[config.mk]
export PLATFORM = sky130hd
export DESIGN_NAME = http_put_header_parser
export DESIGN_NICKNAME = d
export VERILOG_FILES = /design/src/hdl/hpp_pkg.sv /design/src/hdl/http_put_header_parser.sv /design/src/hdl/hpp_length_field.sv /design/src/hdl/hpp_parse_core.sv
export SDC_FILE = /design/constraint.sdc
export NUM_CORES = 1
export LEC_CHECK = 0
export BUFFER_PORTS_ARGS = -buffer_cell sky130_fd_sc_hd__buf_2
export CAP_MARGIN = 20
export CORE_MARGIN = 3
export CORE_UTILIZATION = 30
export CTS_CLUSTER_DIAMETER = 120
export DETAILED_ROUTE_END_ITERATION = 8
export SYNTH_ARGS = -nofsm -noshare
export SYNTH_HDL_FRONTEND = slang
export SYNTH_SLANG_ARGS = --single-unit
[constraint.sdc]
create_clock -name clock -period 6.5 [get_ports clock]
set_input_delay 1.625 -clock clock [delete_from_list [all_inputs] [get_ports clock]]
set_output_delay 1.625 -clock clock [all_outputs]
set_load 0.02 [all_outputs]
[src/hdl/hpp_pkg.sv]
// ----------------------------------------------------------------------------
// hpp_pkg
// Shared codes, character tables and structs for the PUT request header parser.
// ----------------------------------------------------------------------------
`default_nettype none

package hpp_pkg;

   // default request size bound
   localparam int MAX_REQUEST_BYTES_DEF = 1024;

   // counter and field widths
   localparam int CountWidth  = 11;
   localparam int LengthWidth = 31;
   localparam int RoleWidth   = 3;
   localparam int ErrWidth    = 2;

   localparam logic [LengthWidth-1:0] LEN_MAX = {LengthWidth{1'b1}};

   // key length of "Content-Length:"
   localparam logic [3:0] KEY_LEN = 4'd15;

   // characters
   localparam logic [7:0] CH_CR   = 8'h0d;
   localparam logic [7:0] CH_LF   = 8'h0a;
   localparam logic [7:0] CH_SP   = 8'h20;
   localparam logic [7:0] CH_NUL  = 8'h00;
   localparam logic [7:0] CH_ZERO = 8'h30;
   localparam logic [7:0] CH_NINE = 8'h39;

   // parser phases
   localparam logic [2:0] PH_METHOD  = 3'd0;
   localparam logic [2:0] PH_PATH    = 3'd1;
   localparam logic [2:0] PH_VERSION = 3'd2;
   localparam logic [2:0] PH_REQTAIL = 3'd3;
   localparam logic [2:0] PH_HEADERS = 3'd4;
   localparam logic [2:0] PH_BODY    = 3'd5;
   localparam logic [2:0] PH_FAILED  = 3'd6;

   // length field states
   localparam logic [1:0] LF_IDLE   = 2'd0;
   localparam logic [1:0] LF_SPACES = 2'd1;
   localparam logic [1:0] LF_DIGITS = 2'd2;
   localparam logic [1:0] LF_DEAD   = 2'd3;

   // byte roles
   localparam logic [RoleWidth-1:0] ROLE_METHOD  = 3'd0;
   localparam logic [RoleWidth-1:0] ROLE_PATH    = 3'd1;
   localparam logic [RoleWidth-1:0] ROLE_VERSION = 3'd2;
   localparam logic [RoleWidth-1:0] ROLE_FRAMING = 3'd3;
   localparam logic [RoleWidth-1:0] ROLE_HEADER  = 3'd4;
   localparam logic [RoleWidth-1:0] ROLE_BODY    = 3'd5;
   localparam logic [RoleWidth-1:0] ROLE_IGNORED = 3'd6;

   // error codes
   localparam logic [ErrWidth-1:0] ERR_NONE   = 2'd0;
   localparam logic [ErrWidth-1:0] ERR_METHOD = 2'd1;
   localparam logic [ErrWidth-1:0] ERR_NO_SEP = 2'd2;

   // control from the core to the length field tracker
   typedef struct packed {
      logic step;        // run the key match / digit logic on this byte
      logic line_reset;  // LF: new header line
      logic kill;        // CR at line start: line is no length header
      logic clear;       // end of request
   } len_ctl_type;

   // status back from the length field tracker
   typedef struct packed {
      logic                   at_line_start;
      logic                   seen_next;
      logic [LengthWidth-1:0] value_next;
   } len_stat_type;

   // one result item
   typedef struct packed {
      logic [7:0]             echo_byte;
      logic [RoleWidth-1:0]   role;
      logic                   done_res;
      logic                   request_ok;
      logic [ErrWidth-1:0]    error_code;
      logic                   length_found;
      logic [LengthWidth-1:0] length_value;
      logic [CountWidth-1:0]  body_offset;
      logic [CountWidth-1:0]  path_length;
      logic [CountWidth-1:0]  version_length;
   } result_type;

   // "PUT "
   function automatic logic [7:0] method_char(input logic [1:0] idx);
      logic [7:0] c;
      unique case (idx)
         2'd0:    c = 8'h50;
         2'd1:    c = 8'h55;
         2'd2:    c = 8'h54;
         default: c = 8'h20;
      endcase
      return c;
   endfunction

   // "Content-Length:"
   function automatic logic [7:0] key_char(input logic [3:0] idx);
      logic [7:0] c;
      unique case (idx)
         4'd0:    c = 8'h43;
         4'd1:    c = 8'h6f;
         4'd2:    c = 8'h6e;
         4'd3:    c = 8'h74;
         4'd4:    c = 8'h65;
         4'd5:    c = 8'h6e;
         4'd6:    c = 8'h74;
         4'd7:    c = 8'h2d;
         4'd8:    c = 8'h4c;
         4'd9:    c = 8'h65;
         4'd10:   c = 8'h6e;
         4'd11:   c = 8'h67;
         4'd12:   c = 8'h74;
         4'd13:   c = 8'h68;
         4'd14:   c = 8'h3a;
         default: c = 8'h00;
      endcase
      return c;
   endfunction

endpackage

`default_nettype wire

[src/hdl/http_put_header_parser.sv]
// An accepted item passes the input register, then the result register, before it shows on rsp_.
// Throughput: one byte per cycle unless rsp_ready stalls the result side; the per-byte
// parser step runs combinationally between the input register and the result register.
// Reset: synchronous, active high; clears both valid flags and all parser state.
// After each item flagged last the parser state returns to its reset values.
// ----------------------------------------------------------------------------
// http_put_header_parser
// Labels the bytes of a PUT request by role and reports a summary on the last byte.
// ----------------------------------------------------------------------------
`default_nettype none

module http_put_header_parser
   import hpp_pkg::*;
#(
   parameter int MAX_REQUEST_BYTES = MAX_REQUEST_BYTES_DEF
)
(
   input  wire logic                   clock,
   input  wire logic                   reset,
   input  wire logic                   req_valid,
   output      logic                   req_ready,
   input  wire logic [7:0]             req_data_byte,
   input  wire logic                   req_last,
   output      logic                   rsp_valid,
   input  wire logic                   rsp_ready,
   output      logic [7:0]             rsp_echo_byte,
   output      logic [RoleWidth-1:0]   rsp_role,
   output      logic                   rsp_done_res,
   output      logic                   rsp_request_ok,
   output      logic [ErrWidth-1:0]    rsp_error_code,
   output      logic                   rsp_length_found,
   output      logic [LengthWidth-1:0] rsp_length_value,
   output      logic [CountWidth-1:0]  rsp_body_offset,
   output      logic [CountWidth-1:0]  rsp_path_length,
   output      logic [CountWidth-1:0]  rsp_version_length
);

   logic       in_valid_ff, in_valid_in;
   logic [7:0] in_byte_ff;
   logic       in_last_ff;
   logic       out_valid_ff, out_valid_in;
   result_type out_ff;
   result_type result;
   logic       out_free;
   logic       advance;
   logic       take;

   // handshake
   assign out_free  = !out_valid_ff || rsp_ready;
   assign advance   = in_valid_ff && out_free;
   assign req_ready = !in_valid_ff || out_free;
   assign take      = req_valid && req_ready;

   assign in_valid_in  = take ? 1'b1 : (advance ? 1'b0 : in_valid_ff);
   assign out_valid_in = advance ? 1'b1 : (rsp_ready ? 1'b0 : out_valid_ff);

   hpp_parse_core #(
      .MAX_REQUEST_BYTES (MAX_REQUEST_BYTES)
   ) u_core (
      .clock     (clock),
      .reset     (reset),
      .en        (advance),
      .data_byte (in_byte_ff),
      .last      (in_last_ff),
      .result    (result)
   );

   // valid flags
   always_ff @(posedge clock) begin
      if (reset) begin
         in_valid_ff  <= 1'b0;
         out_valid_ff <= 1'b0;
      end else begin
         in_valid_ff  <= in_valid_in;
         out_valid_ff <= out_valid_in;
      end
   end

   // input register
   always_ff @(posedge clock) begin
      if (take) begin
         in_byte_ff <= req_data_byte;
         in_last_ff <= req_last;
      end
   end

   // result register
   always_ff @(posedge clock) begin
      if (advance) begin
         out_ff <= result;
      end
   end

   assign rsp_valid          = out_valid_ff;
   assign rsp_echo_byte      = out_ff.echo_byte;
   assign rsp_role           = out_ff.role;
   assign rsp_done_res       = out_ff.done_res;
   assign rsp_request_ok     = out_ff.request_ok;
   assign rsp_error_code     = out_ff.error_code;
   assign rsp_length_found   = out_ff.length_found;
   assign rsp_length_value   = out_ff.length_value;
   assign rsp_body_offset    = out_ff.body_offset;
   assign rsp_path_length    = out_ff.path_length;
   assign rsp_version_length = out_ff.version_length;

endmodule

`default_nettype wire

[src/hdl/hpp_length_field.sv]
// ----------------------------------------------------------------------------
// hpp_length_field
// Content-Length key match, space skip and saturating decimal accumulation.
// ----------------------------------------------------------------------------
`default_nettype none

module hpp_length_field
   import hpp_pkg::*;
(
   input  wire logic         clock,
   input  wire logic         reset,
   input  wire logic [7:0]   data_byte,
   input  wire len_ctl_type  ctl,
   output len_stat_type      stat
);

   logic [3:0]             match_ff, match_in;
   logic [1:0]             state_ff, state_in;
   logic [LengthWidth-1:0] acc_ff, acc_in;
   logic                   seen_ff, seen_in;

   logic                   is_digit;
   logic [LengthWidth+3:0] prod;
   logic [LengthWidth-1:0] acc_digit;

   // acc*10 + digit, saturating
   assign is_digit = (data_byte >= CH_ZERO) && (data_byte <= CH_NINE);
   assign prod = {acc_ff, 3'b000} + {2'b00, acc_ff, 1'b0}
               + {{LengthWidth{1'b0}}, data_byte[3:0]};
   assign acc_digit = (prod > {4'b0000, LEN_MAX}) ? LEN_MAX : prod[LengthWidth-1:0];

   // next state
   always_comb begin
      match_in = match_ff;
      state_in = state_ff;
      acc_in   = acc_ff;
      seen_in  = seen_ff;
      if (ctl.line_reset) begin
         match_in = 4'd0;
         state_in = LF_IDLE;
      end else if (ctl.kill) begin
         state_in = LF_DEAD;
      end else if (ctl.step) begin
         unique case (state_ff)
            LF_IDLE: begin
               if (match_ff != KEY_LEN && data_byte == key_char(match_ff)) begin
                  match_in = match_ff + 4'd1;
                  if (match_ff == KEY_LEN - 4'd1) begin
                     state_in = LF_SPACES;
                     seen_in  = 1'b1;
                     acc_in   = '0;
                  end
               end else begin
                  state_in = LF_DEAD;
               end
            end
            LF_SPACES: begin
               if (data_byte == CH_SP) begin
                  state_in = LF_SPACES;
               end else if (is_digit) begin
                  acc_in   = acc_digit;
                  state_in = LF_DIGITS;
               end else begin
                  state_in = LF_DEAD;
               end
            end
            LF_DIGITS: begin
               if (is_digit) begin
                  acc_in = acc_digit;
               end else begin
                  state_in = LF_DEAD;
               end
            end
            default: begin
               state_in = LF_DEAD;
            end
         endcase
      end
   end

   // state registers
   always_ff @(posedge clock) begin
      if (reset || ctl.clear) begin
         match_ff <= 4'd0;
         state_ff <= LF_IDLE;
         acc_ff   <= '0;
         seen_ff  <= 1'b0;
      end else begin
         match_ff <= match_in;
         state_ff <= state_in;
         acc_ff   <= acc_in;
         seen_ff  <= seen_in;
      end
   end

   assign stat.at_line_start = (state_ff == LF_IDLE) && (match_ff == 4'd0);
   assign stat.seen_next     = seen_in;
   assign stat.value_next    = acc_in;

endmodule

`default_nettype wire

[src/hdl/hpp_parse_core.sv]
// ----------------------------------------------------------------------------
// hpp_parse_core
// Request line phases, separator search, counters and the result of one byte.
// ----------------------------------------------------------------------------
`default_nettype none

module hpp_parse_core
   import hpp_pkg::*;
#(
   parameter int MAX_REQUEST_BYTES = MAX_REQUEST_BYTES_DEF
)
(
   input  wire logic        clock,
   input  wire logic        reset,
   input  wire logic        en,
   input  wire logic [7:0]  data_byte,
   input  wire logic        last,
   output result_type       result
);

   localparam logic [CountWidth-1:0] COUNT_CAP =
      (MAX_REQUEST_BYTES < 2047) ? CountWidth'(MAX_REQUEST_BYTES) : 11'd2047;

   function automatic logic [CountWidth-1:0] sat_inc(input logic [CountWidth-1:0] v);
      return (v < COUNT_CAP) ? v + 11'd1 : COUNT_CAP;
   endfunction

   logic [2:0]            phase_ff, phase_in;
   logic [1:0]            midx_ff, midx_in;
   logic [1:0]            sep_ff, sep_in;
   logic [CountWidth-1:0] pos_ff, pos_in;
   logic [CountWidth-1:0] bstart_ff, bstart_in;
   logic                  bseen_ff, bseen_in;
   logic [CountWidth-1:0] path_ff, path_in;
   logic [CountWidth-1:0] ver_ff, ver_in;
   logic                  lscr_ff, lscr_in;
   logic                  mbad_ff, mbad_in;
   logic                  term_ff, term_in;

   logic [RoleWidth-1:0]  role;
   logic [ErrWidth-1:0]   err;
   len_ctl_type           lctl;
   len_stat_type          lstat;

   hpp_length_field u_len (
      .clock     (clock),
      .reset     (reset),
      .data_byte (data_byte),
      .ctl       (lctl),
      .stat      (lstat)
   );

   // per byte parse step
   always_comb begin
      phase_in  = phase_ff;
      midx_in   = midx_ff;
      sep_in    = sep_ff;
      bstart_in = bstart_ff;
      bseen_in  = bseen_ff;
      path_in   = path_ff;
      ver_in    = ver_ff;
      lscr_in   = lscr_ff;
      mbad_in   = mbad_ff;
      term_in   = term_ff;
      role      = ROLE_IGNORED;
      lctl      = '0;
      lctl.clear = en && last;

      if (en && !term_ff && phase_ff != PH_FAILED) begin
         if (data_byte == CH_NUL) begin
            term_in = 1'b1;
            if (phase_ff == PH_METHOD) begin
               mbad_in  = 1'b1;
               phase_in = PH_FAILED;
            end
         end else begin
            // first CR LF CR LF marks the body start
            if (data_byte == CH_CR) begin
               sep_in = (sep_ff == 2'd2) ? 2'd3 : 2'd1;
            end else if (data_byte == CH_LF && sep_ff == 2'd1) begin
               sep_in = 2'd2;
            end else if (data_byte == CH_LF && sep_ff == 2'd3) begin
               sep_in = 2'd0;
               if (!bseen_ff) begin
                  bseen_in  = 1'b1;
                  bstart_in = sat_inc(pos_ff);
               end
            end else begin
               sep_in = 2'd0;
            end

            unique case (phase_ff)
               PH_METHOD: begin
                  role = ROLE_METHOD;
                  if (data_byte == method_char(midx_ff)) begin
                     if (midx_ff == 2'd3) begin
                        midx_in  = 2'd0;
                        phase_in = PH_PATH;
                     end else begin
                        midx_in = midx_ff + 2'd1;
                     end
                  end else begin
                     mbad_in  = 1'b1;
                     phase_in = PH_FAILED;
                  end
               end
               PH_PATH: begin
                  if (data_byte == CH_SP) begin
                     role     = ROLE_FRAMING;
                     phase_in = PH_VERSION;
                  end else begin
                     role    = ROLE_PATH;
                     path_in = sat_inc(path_ff);
                  end
               end
               PH_VERSION: begin
                  if (data_byte == CH_LF) begin
                     role     = ROLE_FRAMING;
                     phase_in = PH_HEADERS;
                  end else if (data_byte == CH_CR) begin
                     role     = ROLE_FRAMING;
                     phase_in = PH_REQTAIL;
                  end else begin
                     role   = ROLE_VERSION;
                     ver_in = sat_inc(ver_ff);
                  end
               end
               PH_REQTAIL: begin
                  role = ROLE_FRAMING;
                  if (data_byte == CH_LF) begin
                     phase_in = PH_HEADERS;
                  end
               end
               PH_HEADERS: begin
                  if (lscr_ff) begin
                     // byte after a CR at line start
                     lscr_in = 1'b0;
                     if (data_byte == CH_LF) begin
                        role     = ROLE_FRAMING;
                        phase_in = PH_BODY;
                     end else begin
                        role = (data_byte == CH_CR) ? ROLE_FRAMING : ROLE_HEADER;
                     end
                  end else if (lstat.at_line_start && data_byte == CH_CR) begin
                     lscr_in   = 1'b1;
                     lctl.kill = 1'b1;
                     role      = ROLE_FRAMING;
                  end else if (data_byte == CH_LF) begin
                     lctl.line_reset = 1'b1;
                     role            = ROLE_FRAMING;
                  end else begin
                     lctl.step = 1'b1;
                     role = (data_byte == CH_CR) ? ROLE_FRAMING : ROLE_HEADER;
                  end
               end
               default: begin
                  role = ROLE_BODY;
               end
            endcase
         end
      end
   end

   assign pos_in = sat_inc(pos_ff);

   // state registers, back to reset after the last byte
   always_ff @(posedge clock) begin
      if (reset || (en && last)) begin
         phase_ff  <= PH_METHOD;
         midx_ff   <= 2'd0;
         sep_ff    <= 2'd0;
         pos_ff    <= '0;
         bstart_ff <= '0;
         bseen_ff  <= 1'b0;
         path_ff   <= '0;
         ver_ff    <= '0;
         lscr_ff   <= 1'b0;
         mbad_ff   <= 1'b0;
         term_ff   <= 1'b0;
      end else if (en) begin
         phase_ff  <= phase_in;
         midx_ff   <= midx_in;
         sep_ff    <= sep_in;
         pos_ff    <= pos_in;
         bstart_ff <= bstart_in;
         bseen_ff  <= bseen_in;
         path_ff   <= path_in;
         ver_ff    <= ver_in;
         lscr_ff   <= lscr_in;
         mbad_ff   <= mbad_in;
         term_ff   <= term_in;
      end
   end

   // result of this byte, summary only on the last one
   assign err = mbad_in ? ERR_METHOD : (bseen_in ? ERR_NONE : ERR_NO_SEP);

   always_comb begin
      result                = '0;
      result.echo_byte      = data_byte;
      result.role           = role;
      result.done_res       = last;
      if (last) begin
         result.request_ok = (err == ERR_NONE);
         result.error_code = err;
         if (!mbad_in) begin
            result.length_found   = lstat.seen_next;
            result.length_value   = lstat.seen_next ? lstat.value_next : '0;
            result.body_offset    = bseen_in ? bstart_in : '0;
            result.path_length    = path_in;
            result.version_length = ver_in;
         end
      end
   end

endmodule

`default_nettype wire

==> impl_metrics.json <==
{
  "tritoncts": "yes",
  "yosysSeqAreaShare": 0.432,
  "final_cell_area_sq_um": 12400,
  "cts.path.max_buffers": 2,
  "postSynthAreaPerCell_sq_um": 9.43,
  "finalSetupViolations": 0,
  "r2r_setup_slack_ns": 1.71,
  "arrival_ns": 5.02,
  "grt_pass1_wl_microns": 45500,
  "synth-adder-area-share": 0.0884,
  "routed_wl_microns": 28400,
  "grt_start_max_net_pins": 60,
  "slew_headroom": 0.389,
  "rsz0062_at_grt": "false",
  "cts.sinks": 191,
  "dp_hpwl_microns": 20500,
  "synth-simple-area-share": 0.193,
  "cts_root_buffer": "clkbuf_16",
  "rr_worst_depth": 13,
  "min_period_ns": 4.79,
  "timing.fmax_mhz": 209,
  "maxCapViolCount": 0,
  "multiInputGateArea_sq_um": 5840,
  "final-instance-count-excl-fill": 1694,
  "fp.dieW_microns": 197,
  "timing.rr.end": "rsp_length_value[3]",
  "htreeDepth": 4,
  "skew_ns": 0.0113,
  "crit_type": "reg -> reg",
  "synthArstFlopShare": 0,
  "ant_nets": 0,
  "nFillCells": 3656,
  "wl_per_cell_microns": 16.8,
  "p_per_area_nw_per_um2": 205,
  "tns_ns": 0,
  "crit_end": "rsp_length_value[3]",
  "critPathLaunchType": "flop",
  "core_area_sq_um": 35700,
  "cts.clk_slew.worst_paths_ns": 0.07,
  "drt_iter0_markers": 605,
  "worstPathRequired_ns": 6.74,
  "diodes": 0,
  "clk_latency_ns": 0.44,
  "nets": 1309,
  "ff_latch_area_sq_um": 4710,
  "overflow": 0,
  "gp_congestion": 0.882,
  "fin_crit_sh": 0.736,
  "num_io_pins": 95,
  "hold_viol_final": 0,
  "syn_area_sq_um": 10900,
  "crit_path_end_kind": "flop",
  "p_leak_nw": 4.77,
  "final_common_cell": "nor2_1",
  "ys_ff_latch": 191,
  "routed_via_density": 5.31,
  "status": "finished, final reports clean",
  "syn_inst": 1158,
  "synth_compound_area_frac": 0.198,
  "synthToLayoutAreaGrowth_pct": 13.4,
  "mostFrequentLayoutCells": "nor2_1, dfxtp_1, a21oi_1, buf_2, edfxtp_1",
  "drive_above_1_share": 0.141,
  "synth_flop_cell": "dfxtp_1",
  "ys.warnings.count": 0,
  "num_vias": 8987,
  "yosys-mux-area-fraction": 0.0148,
  "die_h_microns": 197,
  "initial_core_util": 0.306,
  "rr_startpoint": "in_byte_ff[3]",
  "place_inst": 1662,
  "crit_start": "in_byte_ff[3]",
  "hold_buffers": 0,
  "antenna_found_initial": 0,
  "die_area_sq_um": 38700,
  "vdd_ir_drop_max_mv": 0.179,
  "portBuffers": 94,
  "track_usage": 0.145,
  "postCtsSetupBuffers": 0,
  "numCtsBuffers": 17,
  "crit_fanout": 22,
  "cts_resized": 0,
  "grt_pass1_vias": 8532,
  "drt-pass1-iter-count": 5,
  "dpl_cell_area_sq_um": 11800,
  "hold_class": "reg -> reg",
  "syn_nets": 1247,
  "synth_top_family_by_area": "compound AO/OA/AOI/OAI gates",
  "ys_types": 81,
  "drc": 0,
  "slew_viol_final": 0,
  "synth_xor_area_frac": 0.0393,
  "num_rows": 69,
  "worst-slew-pin-transition_ns": 0.916,
  "synth-edff-count": 89
}
-- state kept, by name, summed over array words and instances (netlist names), 2 cells and up, named ones only --
| signal | cells |
|---|---|
| u_core.sep_ff | 2 |
| rsp_error_code | 2 |
| u_core.u_len.acc_ff | 31 |
| rsp_version_length | 11 |
| rsp_role | 3 |
| in_byte_ff | 8 |
| rsp_body_offset | 11 |
| u_core.path_ff | 11 |
| u_core.u_len.state_ff | 2 |
| u_core.phase_ff | 3 |
| rsp_path_length | 11 |
| u_core.midx_ff | 2 |
| u_core.u_len.match_ff | 4 |
| rsp_length_value | 31 |
| u_core.ver_ff | 11 |
| u_core.pos_ff | 11 |
| rsp_echo_byte | 8 |
| u_core.bstart_ff | 11 |
-- cells in the mapped netlist (5+ instances only) --
cell       number  area share
o32ai_1        10      0.0080
mux2i_1        15       0.014
or2_2           5      0.0029
a31o_2          5      0.0040
xor2_1         25       0.020
edfxtp_1       89        0.24
nand2_1        73       0.025
nor2b_1        11      0.0063
a311oi_1        6      0.0048
a31oi_1        14      0.0080
o21ai_0        45       0.021
o211ai_1        8      0.0055
a21boi_0        6      0.0041
inv_1          28      0.0096
nand3_1        25       0.011
nand2b_1        5      0.0029
a211oi_2        7      0.0080
or3_1          15      0.0086
o311a_1         8      0.0073
clkbuf_1       40       0.014
a211oi_1       28       0.019
o31ai_1        11      0.0076
o21a_1          7      0.0048
and4_1          6      0.0048
dfxtp_1       102        0.19
o2111ai_1       6      0.0048
nor3_1         39       0.018
buf_2          17      0.0078
xnor2_1        24       0.019
nand4_1        27       0.015
a21oi_1       101       0.046
o22ai_1         5      0.0029
a21o_1         13      0.0089
nor3b_1        11      0.0076
ha_1           74       0.085
nor2_1        145       0.050
and3_1         12      0.0069
and2_1         12      0.0069
-- where the power goes --
part	internal, mW	switching [mW]
clock network	0.579	0.503
registers	1.28	0.0254
logic	0.0417	0.106
total	1.91	0.635
-- metal layers --
layer	GRT usage	share of wire	wire, microns	vias up
met5	0	0	0	-
met1	0.207	0.50	14100	4286
li1	-	-	-	4471
met4	0.0401	0.018	509	0
met2	0.227	0.44	12600	201
met3	0.0262	0.041	1180	29
-- cell type report --
type                            instances  area share
Timing Repair Buffer                  104      0.0440
Sequential cell                       191       0.380
Multi-Input combinational cell        876       0.471
Tap cell                              461      0.0465
Inverter                               30     0.00969
Clock buffer                           17      0.0343
Clock inverter                         15      0.0141
-- worst max-delay path, cell delays in order, from the launching register on --
cell	delay (ns)
edfxtp_1	0.51
inv_1	0.11
fa_1	0.53
fa_1	0.47
nor2b_1	0.18
o2111ai_1	0.22
a211oi_1	0.56
or3_1	0.25
nand2_1	0.14
o221ai_2	0.61
buf_4	0.33
nor2_1	0.07
buf_4	0.22
a311oi_1	0.35
-- logic make-up after synthesis --
group	count (synthesis)
fa+ha+maj	76
simple gates	417
flops	191
buf+inv	91
compound gates	318
xor+xnor	49
mux	16
-- worst min path at each step --
stage	startpoint	to	slack (ns)	depth (start not counted)
2_1_floorplan	in_byte_ff[0]	rsp_echo_byte[0]	0.42	0
3_3_place_gp	u_core.u_len.seen_ff	u_core.u_len.seen_ff	0.46	2
3_5_place_dp	u_core.u_len.seen_ff	u_core.u_len.seen_ff	0.47	2
4_1_cts	u_core.u_len.seen_ff	u_core.u_len.seen_ff	0.48	2
5_1_grt	u_core.u_len.seen_ff	u_core.u_len.seen_ff	0.51	2
6_report	u_core.u_len.seen_ff	u_core.u_len.seen_ff	0.48	2
-- metrics by stage --
step	util	hold WS, ns	total power, mW	setup WS, ns
floorplan	-	0.421	1.43	1.36
global placement	0.330	0.458	1.48	1.70
detailed placement	0.330	0.468	1.49	1.58
CTS	0.347	0.479	2.57	1.72
global route	0.347	0.509	2.64	1.38
finish	0.347	0.476	2.54	1.71
Note: power is estimated with default switching activity, not from simulation.
